File: src/rtl/ufd_pkg.sv
`timescale 1ns / 1ps
// Package of types, codes and helpers shared by the form field decoder.
package ufd_pkg;

    localparam int unsigned CH_W        = 8;
    localparam int unsigned KIND_W      = 2;
    localparam int unsigned NAME_LIM_W  = 8;
    localparam int unsigned VALUE_LIM_W = 10;
    localparam int unsigned CFG_DATA_W  = 10;
    localparam int unsigned CFG_IDX_W   = 1;

    typedef logic [CH_W-1:0]        t_byte;
    typedef logic [KIND_W-1:0]      t_kind;
    typedef logic [NAME_LIM_W-1:0]  t_name_cnt;
    typedef logic [VALUE_LIM_W-1:0] t_value_cnt;
    typedef logic [CFG_IDX_W-1:0]   t_cfg_idx;
    typedef logic [CFG_DATA_W-1:0]  t_cfg_data;
    typedef logic [1:0]             t_esc;

    localparam t_byte CH_NUL     = 8'h00;
    localparam t_byte CH_EQUALS  = 8'h3D;
    localparam t_byte CH_AMP     = 8'h26;
    localparam t_byte CH_PERCENT = 8'h25;

    localparam t_kind KIND_NAME  = 2'd0;
    localparam t_kind KIND_VALUE = 2'd1;
    localparam t_kind KIND_END   = 2'd2;

    localparam t_esc ESC_IDLE  = 2'd0;
    localparam t_esc ESC_PCT   = 2'd1;
    localparam t_esc ESC_DIGIT = 2'd2;
    localparam t_esc ESC_UNUSED = 2'd3;

    localparam t_cfg_idx CFG_NAME_LIMIT  = 1'b0;
    localparam t_cfg_idx CFG_VALUE_LIMIT = 1'b1;

    localparam t_name_cnt  NAME_LIMIT_RST  = 8'd32;
    localparam t_value_cnt VALUE_LIMIT_RST = 10'd256;

    typedef struct packed {
        logic  is_hex;
        logic [3:0] digit;
    } t_hex;

    typedef struct packed {
        t_kind kind;
        t_byte data;
        logic  keep;
        logic  done_res;
    } t_result;

    function automatic t_hex hex_val(input t_byte b);
        t_hex h;
        h.is_hex = 1'b0;
        h.digit  = 4'd0;
        if (b >= 8'h30 && b <= 8'h39) begin
            h.is_hex = 1'b1;
            h.digit  = b[3:0];
        end else if ((b >= 8'h41 && b <= 8'h46) || (b >= 8'h61 && b <= 8'h66)) begin
            h.is_hex = 1'b1;
            h.digit  = b[3:0] + 4'd9;
        end
        return h;
    endfunction

endpackage

File: src/rtl/ufd_byte_if.sv
`timescale 1ns / 1ps
// Handshake channel carrying one input byte per beat.
interface ufd_byte_if;
    logic               valid;
    logic               ready;
    ufd_pkg::t_byte     ch;

    modport source (output valid, output ch, input ready);
    modport sink   (input valid, input ch, output ready);
endinterface

File: src/rtl/ufd_res_if.sv
`timescale 1ns / 1ps
// Handshake channel carrying one decoded result per beat.
interface ufd_res_if;
    logic               valid;
    logic               ready;
    ufd_pkg::t_kind     kind;
    ufd_pkg::t_byte     data;
    logic               keep;
    logic               done_res;

    modport source (output valid, output kind, output data, output keep, output done_res,
                    input ready);
    modport sink   (input valid, input kind, input data, input keep, input done_res,
                    output ready);
endinterface

File: src/rtl/ufd_in_stage.sv
`timescale 1ns / 1ps
// Input register stage that holds one accepted byte until the decoder takes it.
module ufd_in_stage (
    input  logic           i_clk,
    input  logic           i_rst_n,
    ufd_byte_if.sink       i_in,
    input  logic           i_advance,
    output logic           o_vld,
    output ufd_pkg::t_byte o_ch
);
    import ufd_pkg::*;

    logic  r_vld;
    t_byte r_ch;

    assign i_in.ready = !r_vld || i_advance;
    assign o_vld      = r_vld;
    assign o_ch       = r_ch;

    always_ff @(posedge i_clk) begin
        if (!i_rst_n) begin
            r_vld <= 1'b0;
        end else if (i_in.ready) begin
            r_vld <= i_in.valid;
        end
    end

    always_ff @(posedge i_clk) begin
        if (i_in.ready && i_in.valid) begin
            r_ch <= i_in.ch;
        end
    end
endmodule

File: src/rtl/ufd_core.sv
`timescale 1ns / 1ps
// Field state, percent decoding and the result register of the decoder.
module ufd_core (
    input  logic                i_clk,
    input  logic                i_rst_n,
    input  logic                i_cfg_we,
    input  ufd_pkg::t_cfg_idx   i_cfg_idx,
    input  ufd_pkg::t_cfg_data  i_cfg_data,
    input  logic                i_vld,
    input  ufd_pkg::t_byte      i_ch,
    output logic                o_advance,
    ufd_res_if.source           o_res
);
    import ufd_pkg::*;

    t_name_cnt  r_name_limit;
    t_value_cnt r_value_limit;

    logic       r_in_value,  n_in_value;
    t_esc       r_esc,       n_esc;
    logic [3:0] r_first,     n_first;
    t_name_cnt  r_name_cnt,  n_name_cnt;
    t_value_cnt r_value_cnt, n_value_cnt;
    logic       r_cut,       n_cut;

    logic       r_out_vld;
    t_result    r_out;
    t_result    n_out;
    logic       n_produce;

    t_hex       hex;
    logic       emit;
    t_byte      emit_byte;

    assign o_advance = i_vld && (!r_out_vld || o_res.ready);

    always_comb begin
        hex         = hex_val(i_ch);
        n_in_value  = r_in_value;
        n_esc       = r_esc;
        n_first     = r_first;
        n_name_cnt  = r_name_cnt;
        n_value_cnt = r_value_cnt;
        n_cut       = r_cut;
        n_produce   = 1'b0;
        n_out       = '0;
        emit        = 1'b0;
        emit_byte   = i_ch;
        if (i_ch == CH_NUL || i_ch == CH_AMP) begin
            n_in_value     = 1'b0;
            n_esc          = ESC_IDLE;
            n_first        = 4'd0;
            n_name_cnt     = '0;
            n_value_cnt    = '0;
            n_cut          = 1'b0;
            n_produce      = 1'b1;
            n_out.kind     = KIND_END;
            n_out.keep     = (i_ch == CH_AMP) || (r_name_cnt != '0);
            n_out.done_res = (i_ch == CH_NUL);
        end else if (!r_in_value) begin
            if (i_ch == CH_EQUALS) begin
                n_in_value = 1'b1;
            end else if (r_name_cnt < r_name_limit) begin
                n_name_cnt = r_name_cnt + 1'b1;
                n_produce  = 1'b1;
                n_out.kind = KIND_NAME;
                n_out.data = i_ch;
            end
        end else if (r_value_cnt < r_value_limit) begin
            n_value_cnt = r_value_cnt + 1'b1;
            unique case (r_esc)
                ESC_PCT: begin
                    if (i_ch != CH_PERCENT && hex.is_hex) begin
                        n_first = hex.digit;
                        n_esc   = ESC_DIGIT;
                    end else begin
                        n_esc = ESC_IDLE;
                        emit  = 1'b1;
                    end
                end
                ESC_DIGIT: begin
                    n_esc = ESC_IDLE;
                    emit  = 1'b1;
                    if (hex.is_hex) begin
                        emit_byte = {r_first, hex.digit};
                    end
                end
                ESC_IDLE, ESC_UNUSED: begin
                    if (i_ch == CH_PERCENT) begin
                        n_esc = ESC_PCT;
                    end else begin
                        n_esc = ESC_IDLE;
                        emit  = 1'b1;
                    end
                end
                default: begin
                    n_esc = ESC_IDLE;
                end
            endcase
            if (emit && !r_cut) begin
                if (emit_byte == CH_NUL) begin
                    n_cut = 1'b1;
                end else begin
                    n_produce  = 1'b1;
                    n_out.kind = KIND_VALUE;
                    n_out.data = emit_byte;
                end
            end
        end
    end

    always_ff @(posedge i_clk) begin
        if (!i_rst_n) begin
            r_name_limit  <= NAME_LIMIT_RST;
            r_value_limit <= VALUE_LIMIT_RST;
        end else if (i_cfg_we) begin
            unique case (i_cfg_idx)
                CFG_NAME_LIMIT:  r_name_limit  <= i_cfg_data[NAME_LIM_W-1:0];
                CFG_VALUE_LIMIT: r_value_limit <= i_cfg_data[VALUE_LIM_W-1:0];
                default:         r_name_limit  <= r_name_limit;
            endcase
        end
    end

    always_ff @(posedge i_clk) begin
        if (!i_rst_n) begin
            r_in_value  <= 1'b0;
            r_esc       <= ESC_IDLE;
            r_first     <= 4'd0;
            r_name_cnt  <= '0;
            r_value_cnt <= '0;
            r_cut       <= 1'b0;
            r_out_vld   <= 1'b0;
        end else if (o_advance) begin
            r_in_value  <= n_in_value;
            r_esc       <= n_esc;
            r_first     <= n_first;
            r_name_cnt  <= n_name_cnt;
            r_value_cnt <= n_value_cnt;
            r_cut       <= n_cut;
            r_out_vld   <= n_produce;
        end else if (o_res.ready) begin
            r_out_vld   <= 1'b0;
        end
    end

    always_ff @(posedge i_clk) begin
        if (o_advance && n_produce) begin
            r_out <= n_out;
        end
    end

    assign o_res.valid    = r_out_vld;
    assign o_res.kind     = r_out.kind;
    assign o_res.data     = r_out.data;
    assign o_res.keep     = r_out.keep;
    assign o_res.done_res = r_out.done_res;

    a_esc_reachable: assert property (@(posedge i_clk) disable iff (!i_rst_n)
        r_esc != ESC_UNUSED)
        else $error("escape phase reached an unused code");

    a_esc_in_value: assert property (@(posedge i_clk) disable iff (!i_rst_n)
        (r_esc != ESC_IDLE) |-> r_in_value)
        else $error("escape pending outside a value");

    a_end_clears: assert property (@(posedge i_clk) disable iff (!i_rst_n)
        (o_advance && n_produce && n_out.kind == KIND_END)
        |=> (!r_in_value && r_name_cnt == '0 && r_value_cnt == '0 && !r_cut))
        else $error("field state not cleared after a field end");

    a_flags_only_on_end: assert property (@(posedge i_clk) disable iff (!i_rst_n)
        (r_out_vld && r_out.kind != KIND_END) |-> (!r_out.keep && !r_out.done_res))
        else $error("keep or done flag set on a data beat");

    a_value_nonzero: assert property (@(posedge i_clk) disable iff (!i_rst_n)
        (r_out_vld && r_out.kind == KIND_VALUE) |-> (r_out.data != CH_NUL))
        else $error("zero byte emitted as a value byte");
endmodule

File: src/rtl/url_form_field_decoder.sv
`timescale 1ns / 1ps
// Top level of the URL form field decoder.
//
// Bytes of a form-encoded string arrive on i_in, one per beat; a zero byte ends
// the string. Each byte yields at most one beat on o_res: a name byte, a
// percent-decoded value byte or a field end, which '&' and the end of the string
// both cause. Name and raw value lengths are capped by two registers written
// through the i_cfg_* port (index 0 name limit, 1 value limit); the user must
// write them only while the block is idle, which the block does not enforce.
// A byte accepted into the input register is decoded into the result register,
// where any result it yields is shown on o_res; one byte is taken every cycle when o_res is ready.
// A byte is still accepted into the input register while a result waits, but it
// moves on to the decoder only once the result register is free, even when it
// yields no result. When o_res stalls with a result held, at most one further
// byte is held in the input register and i_in.ready drops.
// Reset clears both registers' valid flags and the field state and restores
// the limits to 32 and 256.
module url_form_field_decoder (
    input  logic               i_clk,
    input  logic               i_rst_n,
    input  logic               i_cfg_we,
    input  ufd_pkg::t_cfg_idx  i_cfg_idx,
    input  ufd_pkg::t_cfg_data i_cfg_data,
    ufd_byte_if.sink           i_in,
    ufd_res_if.source          o_res
);
    import ufd_pkg::*;

    logic  stage_vld;
    t_byte stage_ch;
    logic  advance;

    ufd_in_stage u_in_stage (
        .i_clk     (i_clk),
        .i_rst_n   (i_rst_n),
        .i_in      (i_in),
        .i_advance (advance),
        .o_vld     (stage_vld),
        .o_ch      (stage_ch)
    );

    ufd_core u_core (
        .i_clk      (i_clk),
        .i_rst_n    (i_rst_n),
        .i_cfg_we   (i_cfg_we),
        .i_cfg_idx  (i_cfg_idx),
        .i_cfg_data (i_cfg_data),
        .i_vld      (stage_vld),
        .i_ch       (stage_ch),
        .o_advance  (advance),
        .o_res      (o_res)
    );
endmodule
File: src/flat_wrapper.sv
// flat-port wrapper written by rule: the top's interface ports become plain ports
module url_form_field_decoder_flat import ufd_pkg::*;
  (i_clk, i_rst_n, i_cfg_we, i_cfg_idx, i_cfg_data, i_in_valid, i_in_ch, i_in_ready, o_res_valid, o_res_kind, o_res_data, o_res_keep, o_res_done_res, o_res_ready);
  ufd_byte_if i_in_i ();
  ufd_res_if o_res_i ();
  input  logic i_clk;
  input  logic i_rst_n;
  input  logic i_cfg_we;
  input  ufd_pkg::t_cfg_idx i_cfg_idx;
  input  ufd_pkg::t_cfg_data i_cfg_data;
  input wire logic [$bits(i_in_i.valid)-1:0] i_in_valid;
  input wire logic [$bits(i_in_i.ch)-1:0] i_in_ch;
  output wire logic [$bits(i_in_i.ready)-1:0] i_in_ready;
  output wire logic [$bits(o_res_i.valid)-1:0] o_res_valid;
  output wire logic [$bits(o_res_i.kind)-1:0] o_res_kind;
  output wire logic [$bits(o_res_i.data)-1:0] o_res_data;
  output wire logic [$bits(o_res_i.keep)-1:0] o_res_keep;
  output wire logic [$bits(o_res_i.done_res)-1:0] o_res_done_res;
  input wire logic [$bits(o_res_i.ready)-1:0] o_res_ready;
  assign i_in_i.valid = i_in_valid;
  assign i_in_i.ch = i_in_ch;
  assign i_in_ready = i_in_i.ready;
  assign o_res_valid = o_res_i.valid;
  assign o_res_kind = o_res_i.kind;
  assign o_res_data = o_res_i.data;
  assign o_res_keep = o_res_i.keep;
  assign o_res_done_res = o_res_i.done_res;
  assign o_res_i.ready = o_res_ready;
  url_form_field_decoder u_core (.i_clk(i_clk), .i_rst_n(i_rst_n), .i_cfg_we(i_cfg_we), .i_cfg_idx(i_cfg_idx), .i_cfg_data(i_cfg_data), .i_in(i_in_i), .o_res(o_res_i));
endmodule
File: config.mk
export PLATFORM = sky130hd
export DESIGN_NAME = url_form_field_decoder_flat
export DESIGN_NICKNAME = d
export VERILOG_FILES = /design/src/rtl/ufd_pkg.sv /design/src/rtl/ufd_byte_if.sv /design/src/rtl/ufd_res_if.sv /design/src/rtl/ufd_in_stage.sv /design/src/rtl/ufd_core.sv /design/src/rtl/url_form_field_decoder.sv /design/src/flat_wrapper.sv
export SDC_FILE = /design/constraint.sdc
export NUM_CORES = 1
export LEC_CHECK = 0
export BUFFER_PORTS_ARGS = -buffer_cell sky130_fd_sc_hd__buf_2
export CORE_MARGIN = 1
export CORE_UTILIZATION = 55
export CTS_BUF_LIST = sky130_fd_sc_hd__clkbuf_4
export DETAILED_ROUTE_END_ITERATION = 12
export GPL_TIMING_DRIVEN = 0
export PLACE_DENSITY = 0.83
export SYNTH_ARGS = -nofsm -noshare
export SYNTH_HDL_FRONTEND = slang
export SYNTH_SLANG_ARGS = --single-unit
File: constraint.sdc
create_clock -name i_clk -period 2.75 [get_ports i_clk]
set_input_delay 0.275 -clock i_clk [delete_from_list [all_inputs] [get_ports i_clk]]
set_output_delay 0.275 -clock i_clk [all_outputs]
set_load 0.03 [all_outputs]
Yosys cells after proc, flatten, opt, wreduce, memory -nomap -nowiden
Cells that the tools add are included.

Latch bits: 0. Bits in registers: 66. Word-level logic and storage cells: 125. Input port bits: 24. ROM bits: 0. RAM bits: 0. Output and inout port bits: 14. Memories kept: 0.

Reduce and logical (&&, ||, !) cells: 35. Div/mod/pow operators: 0. Multipliers: 0. Add/sub/neg operators: 3. Bitwise gates (word level): 1. Shifts and indexed selects: 0. Muxes and demuxes: 54. Equality and inequality tests: 9. Magnitude comparators: 8.

Operators with widths (number): $mux W8 (11); $mux W10 (4); $mux W9 (3); $eq A8 B6 Y1 const B (3); $mux W1 (23); $mux W4 (5); $ge A8 B7 Y1 const B (2); $le A8 B7 Y1 const B (2); $logic_not A8 Y1 (2); $reduce_bool A2 Y1 (8); $add A10 B1 Y10 const B (1); $lt A10 B10 Y1 (1); $mux W5 (2); $reduce_and A5 Y1 (2); $add A8 B1 Y8 const B (1); $ge A8 B6 Y1 const B (1); $le A8 B6 Y1 const B (1); $logic_and A1 B1 Y1 (8); $lt A8 B8 Y1 (1); $mux W2 (4); $ne A8 B6 Y1 const B (1); $reduce_bool A8 Y1 (1); $pmux W2 S3 (1); $logic_or A1 B1 Y1 (5); other kinds (13) (17).

Depth between registers and ports, before layout
Gate-level depths: netlist of the first run.

Depth after elaboration: 17. Depth in mapped cells: 9. Mapped depth without buffers: 9.

Hierarchy
A second synthesis of the first run with hierarchy kept.

Cells, all modules: 419. Area, all modules: 3721.1 um2.

By module, submodules not included: ufd_core (sequential area each 1261.2 um2, cells an instance 406, times used 1, area an instance 3423.3 um2); ufd_in_stage (sequential area each 260.2 um2, cells an instance 13, times used 1, area an instance 297.8 um2).

Least setup slack after synthesis of the first run
OpenSTA, ideal clock, no wires.

Path type: reg2reg. Start: reg u_core.u_in_stage.r_ch[0], in the netlist u_core.u_in_stage.o_ch[0]. End: reg u_core.u_core.r_out (netlist bit u_core.u_core.o_res.data[0]), enable pin. Clock period less this slack: 2.874 ns. Required time: 2.365 ns. Slack: -0.124 ns. Stages on the path, launching flop included: 10. Setup time: 0.385 ns. Buffers on the path: 1. Arrival time: 2.489 ns. Cells stage by stage: edfxtp_1 inv_1 ha_1 nor3b_1 and3b_1 clkbuf_1 nor2_1 o221a_2 nand2b_1 a21oi_1.

Longest elaborated chain between the ends: 17. Elaborated cells on any way between the ends: 40. Classes of those cells: add/sub (1); order compare (6); eq/ne (4); mux (19); reduce/logical (10).

Ends and longest elaborated chain: start: declaration (RTL line ufd_in_stage.sv:14) `t_byte r_ch;`; start signal: assignment (RTL line ufd_in_stage.sv:30) `r_ch <= i_in.ch;`; $ge A8 B7 Y1 / $le A8 B7 Y1 (equally long branches) (RTL line ufd_pkg.sv:59) `end else if ((b >= 8'h41 && b <= 8'h46) || (b >= 8'h61 && b <= 8'h66)) begin`; $logic_and A1 B1 Y1 (RTL line ufd_pkg.sv:59); $logic_or A1 B1 Y1 (RTL line ufd_pkg.sv:59); $mux W5 (RTL line ufd_pkg.sv:59); $mux W5 (RTL line ufd_pkg.sv:56) `if (b >= 8'h30 && b <= 8'h39) begin`; $mux W8 / $logic_and A1 B1 Y1 (equally long branches) (RTL line ufd_core.sv:84, ufd_core.sv:73); $mux W8 / $mux W1 (equally long branches) (RTL line ufd_core.sv:71, ufd_core.sv:73); $mux W8 / $pmux W1 S3 (equally long branches) (RTL line ufd_core.sv:69, ufd_core.sv:71); $mux W8 / $mux W1 (equally long branches) (RTL line ufd_core.sv:60, ufd_core.sv:69); $mux W8 / $mux W1 (equally long branches) (RTL line ufd_core.sv:49, ufd_core.sv:60); $logic_not A8 Y1 / $mux W1 (equally long branches) (RTL line ufd_core.sv:101, ufd_core.sv:49); $mux W1 / $logic_and A1 B1 Y1 (equally long branches) (RTL line ufd_core.sv:101, ufd_core.sv:100); $mux W1 (RTL line ufd_core.sv:100) `if (emit && !r_cut) begin`; $mux W1 (RTL line ufd_core.sv:69) `end else if (r_value_cnt < r_value_limit) begin`; $mux W1 (RTL line ufd_core.sv:60) `end else if (!r_in_value) begin`; $mux W1 * (RTL line ufd_core.sv:49) `if (i_ch == CH_NUL || i_ch == CH_AMP) begin`; $logic_and A1 B1 Y1 * (RTL line ufd_core.sv:148) `if (o_advance && n_produce) begin`; end signal: assignment (RTL line ufd_core.sv:149) `r_out <= n_out;`; end: declaration (RTL line ufd_core.sv:27) `t_result r_out;`.

Mark *: on every way between the ends. The rest lies on a longest branch, timed or not. The select of a mux whose other input is x is not followed. A chain may end at the register's enable or synchronous reset.

Final worst setup path of the first run
Start: reg u_core.u_in_stage.r_ch[0], in the netlist u_core.u_in_stage.o_ch[0]. End: reg u_core.u_core.r_out (netlist bit u_core.u_core.o_res.done_res), enable pin.

The elaborated chain is that of the path after synthesis.

==> impl_metrics.tcl, run 1 <==
set metrics [dict create \
    dieWidth_um 83.17 \
    yosys-top-cells-count "63 x nand2_1, 46 x dfxtp_1, 27 x a21oi_1" \
    num_rows 29 \
    wire_per_inst_um 15.10 \
    r2r-end "u_core.u_core.o_res.done_res$_SDFFCE_PP0P_" \
    synth-seq-area-share_pct 41.99 \
    finalCritPeriodShare_pct 96.33 \
    arrival_ps 2780 \
    firstDrtPassIters 5 \
    finalMaxSlewViolations 0 \
    setup_viol 0 \
    drt_iter0_markers 240 \
    syn-cell-area_mm2 0.003623 \
    whs_ps 29.35 \
    skew_ps 17.68 \
    hold-path-cell-count 1 \
    synthTopCellsByArea "dfxtp_1 25%, edfxtp_1 17%, ha_1 8.6%, nand2_1 6.5%, a21oi_1 3.7%" \
    post-route-drc-count 0 \
    timing.rr.start "u_core.u_in_stage.o_ch[0]$_DFFE_PP_" \
    dieArea_mm2 0.006916 \
    core_area_mm2 0.006350 \
    async_flop_share_pct 0 \
    clock_tree.buffer_depth 2 \
    syn2layout_area_growth_pct 12.88 \
    yosysWarnings 0 \
    grt_usage_pct 25.22 \
    grt_max_degree 13 \
    worst_pin_slew_ps 587.4 \
    cts_made_buffers 9 \
    grt_pass1_wl_um 13980 \
    cts_tree "done" \
    routabilityCongestion 0.9027 \
    vias 3226 \
    crit_fanout 12 \
    synth_flop_cell "dfxtp_1" \
    p_leak_nw 1.620 \
    pwr_density_cell_mw_per_mm2 446.1 \
    critPathLaunchType "flop" \
    final_hold_viol_count 0 \
    yosys.area.top_type "dfxtp_1" \
    num_io_pins 38 \
    fmax_ghz 0.3775 \
    ys_types 60 \
    clock_sinks 66 \
    start_util_pct 57.06 \
    root_buffer "clkbuf_4" \
    syn_inst 405 \
    ys_ff_latch 66 \
    reg2reg_depth 10 \
    syn_nets 454 \
    synth_edf_count 20 \
    period_needed_ps 2649 \
    ant_nets 0 \
    portBuffers 37 \
    viasPerCell 5.963 \
    max_slew_margin_pct 60.84 \
    htree_levels 3 \
    status "completed" \
    rsz0062_at_grt "no" \
    clk_latency_ps 420 \
    vdd_drop_max_uv 310.7 \
    critPathLaunch "u_core.u_in_stage.o_ch[0]$_DFFE_PP_" \
    nets 508 \
    worstPathRequired_ps 2880 \
    cap_violations 0 \
    cts-hold-fix-buffers 0 \
    postSynthAreaPerCell_um2 8.947 \
    total_power_mw 1.825 \
    worst-r2r-setup-slack_ps 100 \
    grt_pass1_vias 3006 \
    antenna_cells 0 \
    path_clk_slew_ps 110 \
    dp_hpwl_um 6096 \
    die_y_um 83.17 \
    synth.most_common_cell "nand2_1" \
    synthDominantCellAreaShare_pct 25.41 \
    antenna_found_initial 0 \
    crit_type "reg2reg" \
    crit_end "u_core.u_core.o_res.done_res$_SDFFCE_PP0P_" \
    totalWireLength_um 8167 \
    grt-ovfl-total 0 \
    setup.worst_path.end_class "flop" \
    hold_path.class "in2reg" \
    drive_gt1_share_pct 17.24 \
]
where the power goes:
| group | internal [mW] | switching, mW |
|---|---|---|
| combinational | 0.0836 | 0.139 |
| clock | 0.198 | 0.345 |
| sequential | 1.04 | 0.0210 |
| total | 1.32 | 0.505 |
how the worst min path moves through the flow:
stage / from / endpoint / slack [ps]
global placement: u_core.u_core.r_value_limit[0]$_SDFFE_PN0P_ / u_core.u_core.r_value_limit[0]$_SDFFE_PN0P_ / 450
detailed placement: i_in_ch[1] / u_core.u_in_stage.o_ch[1]$_DFFE_PP_ / 450
finish: i_in_ch[1] / u_core.u_in_stage.o_ch[1]$_DFFE_PP_ / 30
global route: i_in_ch[1] / u_core.u_in_stage.o_ch[1]$_DFFE_PP_ / 10
CTS: i_in_ch[1] / u_core.u_in_stage.o_ch[1]$_DFFE_PP_ / 10
floorplan: i_in_ch[0] / u_core.u_in_stage.o_ch[0]$_DFFE_PP_ / 370
worst max-delay path, stage by stage (launching register included):
cell and delay [ps]:
edfxtp_1 440, inv_1 140, ha_1 220, nor3b_2 240, and3b_1 210, clkbuf_1 190
nor2_1 180, o221a_2 280, nand2b_2 140, a21oi_4 170, buf_12 160
metal layers:
metal  up-vias  part of all wire [%]  wire (um)  GRT usage [%]
li1       1578                     -          -              -
met1      1509                    46       3728          33.97
met2       119                    45       3679          39.12
met3        20                   6.8        557          4.573
met4         0                   2.5        202          12.38
met5         -                     0          0              0
placed cells by master, fill, tap and decap left out, drive strengths merged, types with 2 or more instances in the layout:
master	netlist	final
nor3	7	7
edfxtp	20	20
ha	25	25
nand3b	2	2
clkinv	1	6
clkbuf	7	18
or4	6	6
inv	25	25
nand4	5	5
nand2	64	64
a211oi	4	4
nand2b	6	6
a21o	3	3
nor2	21	21
buf	4	47
a22o	2	2
a21oi	28	28
or3	9	9
o221ai	2	2
a31o	3	3
and3	7	7
and2	6	6
a31oi	2	2
nor2b	7	7
nand3	15	15
o21a	7	7
dfxtp	46	46
o211ai	10	10
nor4b	2	2
a21boi	17	17
o21ai	21	21
xor2	3	3
per-stage QoR:
stage | instances | util [%] | worst slack [ps] | cell area, um2 | TNS (ps)
floorplan | 405 | - | 124.9 | 3627 | 0
global placement | 519 | 61.56 | -299.6 | 3909 | -3591
detailed placement | 519 | 61.56 | -380.4 | 3909 | -4561
CTS | 538 | 63.90 | 45.81 | 4058 | 0
global route | 541 | 64.41 | 9.926 | 4090 | 0
finish | 541 | 64.41 | 101.0 | 4090 | 0
registers in the layout (all words and copies together) (netlist names):
| name | cells |
|---|---|
| u_core.u_core.r_name_cnt | 8 |
| u_core.u_core.r_first | 4 |
| u_core.u_in_stage.o_vld | 1 |
| u_core.u_core.o_res.data | 8 |
| u_core.u_core.o_res.valid | 1 |
| u_core.u_in_stage.o_ch | 8 |
| u_core.u_core.o_res.keep | 1 |
| u_core.u_core.r_esc | 2 |
| u_core.u_core.o_res.kind | 2 |
| u_core.u_core.r_value_cnt | 10 |
| u_core.u_core.r_in_value | 1 |
| u_core.u_core.r_name_limit | 8 |
| u_core.u_core.r_value_limit | 10 |
| u_core.u_core.o_res.done_res | 1 |
| u_core.u_core.r_cut | 1 |
timing repair:
| item | CTS | global route |
|---|---|---|
| setup endpoints to repair | 15 | 14 |
| buffers inserted | 3 | 3 |
| pin swaps | 1 | 1 |
| hold endpoints to repair | 0 | 0 |
| gates resized for setup | 1 | 3 |
cell families (layout without fill, tap and decap cells):
| group | after synthesis | count (layout) | share of synthesized area [%] |
|---|---|---|---|
| buf+inv | 37 | 96 | 4.455 |
| compound gates | 108 | 108 | 20.72 |
| mux | 1 | 1 | 0.2763 |
| simple gates | 164 | 164 | 22.96 |
| flops | 66 | 66 | 41.99 |
| fa+ha+maj | 25 | 25 | 8.633 |
| xor+xnor | 4 | 4 | 0.9670 |
cell type report:
cell class / count / area [um2]
Buffer: 11 / 58.81
Clock buffer: 11 / 82.58
Clock inverter: 5 / 23.77
Fill cell: 506 / 2260
Inverter: 26 / 102.6
Multi-Input combinational cell: 302 / 1962
Sequential cell: 66 / 1521
Tap cell: 77 / 96.34
Timing Repair Buffer: 43 / 242.7
No activity file was read; power rests on OpenSTA's default activity.
==> inputs of run 2 (changes only) <==
--- a/config.mk
+++ b/config.mk
@@ -6,7 +6,7 @@
 export NUM_CORES = 1
 export LEC_CHECK = 0
 export BUFFER_PORTS_ARGS = -buffer_cell sky130_fd_sc_hd__buf_2
-export CORE_MARGIN = 1
+export CORE_MARGIN = 2
 export CORE_UTILIZATION = 55
 export CTS_BUF_LIST = sky130_fd_sc_hd__clkbuf_4
 export DETAILED_ROUTE_END_ITERATION = 12
@@ -14,4 +14,5 @@
 export PLACE_DENSITY = 0.83
 export SYNTH_ARGS = -nofsm -noshare
 export SYNTH_HDL_FRONTEND = slang
+export SYNTH_HIERARCHICAL = 1
 export SYNTH_SLANG_ARGS = --single-unit
==> impl_metrics.tcl, run 2 <==
set metrics [dict create \
    totalWireLength_um 9536 \
    num_io_pins 38 \
    dp_hpwl_um 6402 \
    largestRegisters "u_core/u_core/r_value_cnt (10), u_core/u_core/r_value_limit (10)" \
    fmax_ghz 0.3584 \
    htree_levels 3 \
    finalCritPeriodShare_pct 101.5 \
    synthTopCellsByArea "dfxtp_1 25%, edfxtp_1 16%, ha_1 8.4%, nand2_1 7.3%, a21oi_1 4.7%" \
    p_leak_nw 1.715 \
    yosys-top-cells-count "72 x nand2_1, 46 x dfxtp_1, 35 x a21oi_1" \
    syn_inst 419 \
    viasPerCell 6.292 \
    crit_fanout 7 \
    pwr_density_cell_mw_per_mm2 458.0 \
    layout_common_cells "72 x nand2_1, 46 x dfxtp_1, 42 x buf_2" \
    grt_max_degree 12 \
    numPlacedInstances 533 \
    critPathLaunchType "flop" \
    setup_viol 12 \
    core_area_mm2 0.006459 \
    clk_latency_ps 420 \
    dieArea_mm2 0.007440 \
    clock_tree.buffer_depth 2 \
    postSynthAreaPerCell_um2 8.881 \
    portBuffers 37 \
    die_y_um 86.26 \
    fillCellCount 494 \
    async_flop_share_pct 0 \
    firstDrtPassIters 5 \
    grt_pass1_wl_um 15240 \
    reg2reg_depth 10 \
    fin_ws_ps -40.47 \
    yosysWarnings 6 \
    vias 3561 \
    ys_ff_latch 66 \
    wire_per_inst_um 16.85 \
    antenna_cells 0 \
    synth.most_common_cell "nand2_1" \
    drt_iter0_markers 395 \
    period_needed_ps 2790 \
    cts-hold-fix-buffers 0 \
    post-route-drc-count 0 \
    syn-cell-area_mm2 0.003721 \
    setup.worst_path.end_class "flop" \
    syn2layout_area_growth_pct 17.42 \
    finalMaxSlewViolations 0 \
    arrival_ps 2970 \
    nets 533 \
    ys_types 65 \
    ant_nets 0 \
    grt_pass1_vias 3300 \
    synth_flop_cell "dfxtp_1" \
    path_clk_slew_ps 100 \
    whs_ps 33.28 \
    violations "negative setup slack" \
    worstPathRequired_ps 2930 \
    clock_sinks 66 \
    root_buffer "clkbuf_4" \
    final_hold_viol_count 0 \
    start_util_pct 57.61 \
    num_rows 29 \
    hold-path-cell-count 1 \
    synth_edf_count 20 \
    vdd_drop_max_uv 253.4 \
    drive_gt1_share_pct 22.70 \
    fin_cells 566 \
    grt-ovfl-total 0 \
    cap_violations 0 \
    cts_made_buffers 9 \
    yosys.area.top_type "dfxtp_1" \
    routabilityCongestion 0.8963 \
    dieWidth_um 86.26 \
    synth-seq-area-share_pct 40.89 \
    hold_path.class "in2reg" \
    synthDominantCellAreaShare_pct 24.75 \
    antenna_found_initial 0 \
    syn_nets 468 \
    status "finished with violations" \
    cts_tree "done" \
    grt_usage_pct 25.97 \
    layout_commonest_cell "nand2_1" \
    crit_type "reg2reg" \
    skew_ps 23.39 \
    max_slew_margin_pct 55.47 \
    worst_pin_slew_ps 661.0 \
]
[run 2: changes by cell type after synthesis, sizes merged, moves of 5 or more]
cell,previous run,this run
a21boi,17,3
or3,9,1
a21oi,28,35
nand3,15,10
a31oi,2,7
nand2,64,72
a2111o,0,6
[run 2: path summary, 6_finish.rpt]
| kind | start | to | slack (ps) |
|---|---|---|---|
| max | u_core/u_in_stage/o_ch[1]$_DFFE_PP_ | u_core/u_core/o_res.kind[1]$_SDFFCE_PN1P_ | -40 |
| min | i_in_ch[6] | u_core/u_in_stage/o_ch[6]$_DFFE_PP_ | 30 |
| max reg2reg | u_core/u_in_stage/o_ch[1]$_DFFE_PP_ | u_core/u_core/o_res.kind[1]$_SDFFCE_PN1P_ | -40 |
| min reg2reg | u_core/u_core/r_name_limit[6]$_SDFFE_PN0P_ | u_core/u_core/r_name_limit[6]$_SDFFE_PN0P_ | 460 |
[run 2: cell families (layout without fill, tap and decap cells)]
group	Yosys count	count (layout)	synth area share, %
buffers and inverters	44	114	4.842
adders and majority gates	25	25	8.406
xor gates and xnor gates	3	3	0.7062
muxes	1	1	0.2690
DFF	66	66	40.89
and+or+nand+nor	161	161	21.65
AOI/OAI and AO/OA	119	119	23.23
[run 2: area by class of cell]
type / count / area (um2) / area share (%)
well taps: 77 / 96.34 / 2.205
clock buffers: 12 / 90.09 / 2.062
plain buffers: 16 / 80.08 / 1.833
repair buffers: 55 / 320.3 / 7.331
flip-flops and latches: 66 / 1521 / 34.82
multi-input cells: 309 / 2115 / 48.40
inverters: 27 / 101.3 / 2.320
clock inverters: 4 / 45.04 / 1.031
[run 2: layer usage]
| layer | up-vias | track usage [%] | wire, um |
|---|---|---|---|
| met4 | 0 | 13.21 | 380 |
| met1 | 1671 | 35.24 | 4089 |
| met5 | - | 0 | 0 |
| li1 | 1676 | - | - |
| met2 | 176 | 40.73 | 4394 |
| met3 | 38 | 3.619 | 671 |
[run 2: critical path, stage by stage (launching register included)]
cell,delay (ps)
edfxtp_1,440
inv_2,110
ha_2,230
nand3_1,200
or4_4,510
o2bb2ai_1,200
and2_1,160
buf_2,170
a311oi_4,280
nor2_4,70
buf_4,180
[run 2: repair_timing]
action,4_1_cts,5_1_grt
pin swaps,4,4
buffers inserted,11,7
resized for setup,5,20
endpoints found under the hold margin,0,0
setup endpoints to repair,17,31
[run 2: where the power goes]
group          internal, mW  switching [mW]  total, mW
sequential             1.04          0.0209       1.07
combinational         0.107           0.188      0.295
clock                 0.304           0.337      0.641
total                  1.46           0.546       2.00
[run 2: metrics by stage]
| stage | setup slack, ps | power (mW) | instance area, um2 | util (%) | setup TNS, ps |
|---|---|---|---|---|---|
| global route | -62.27 | 2.078 | 4369 | 67.65 | -679.1 |
| CTS | 2.365 | 1.985 | 4259 | 65.94 | 0 |
| detailed placement | -323.1 | 1.339 | 4010 | 62.09 | -3875 |
| finish | -40.47 | 2.001 | 4369 | 67.65 | -382.6 |
| global placement | -269.9 | 1.330 | 4010 | 62.09 | -3256 |
| floorplan | 146.1 | 1.260 | 3729 | - | 0 |
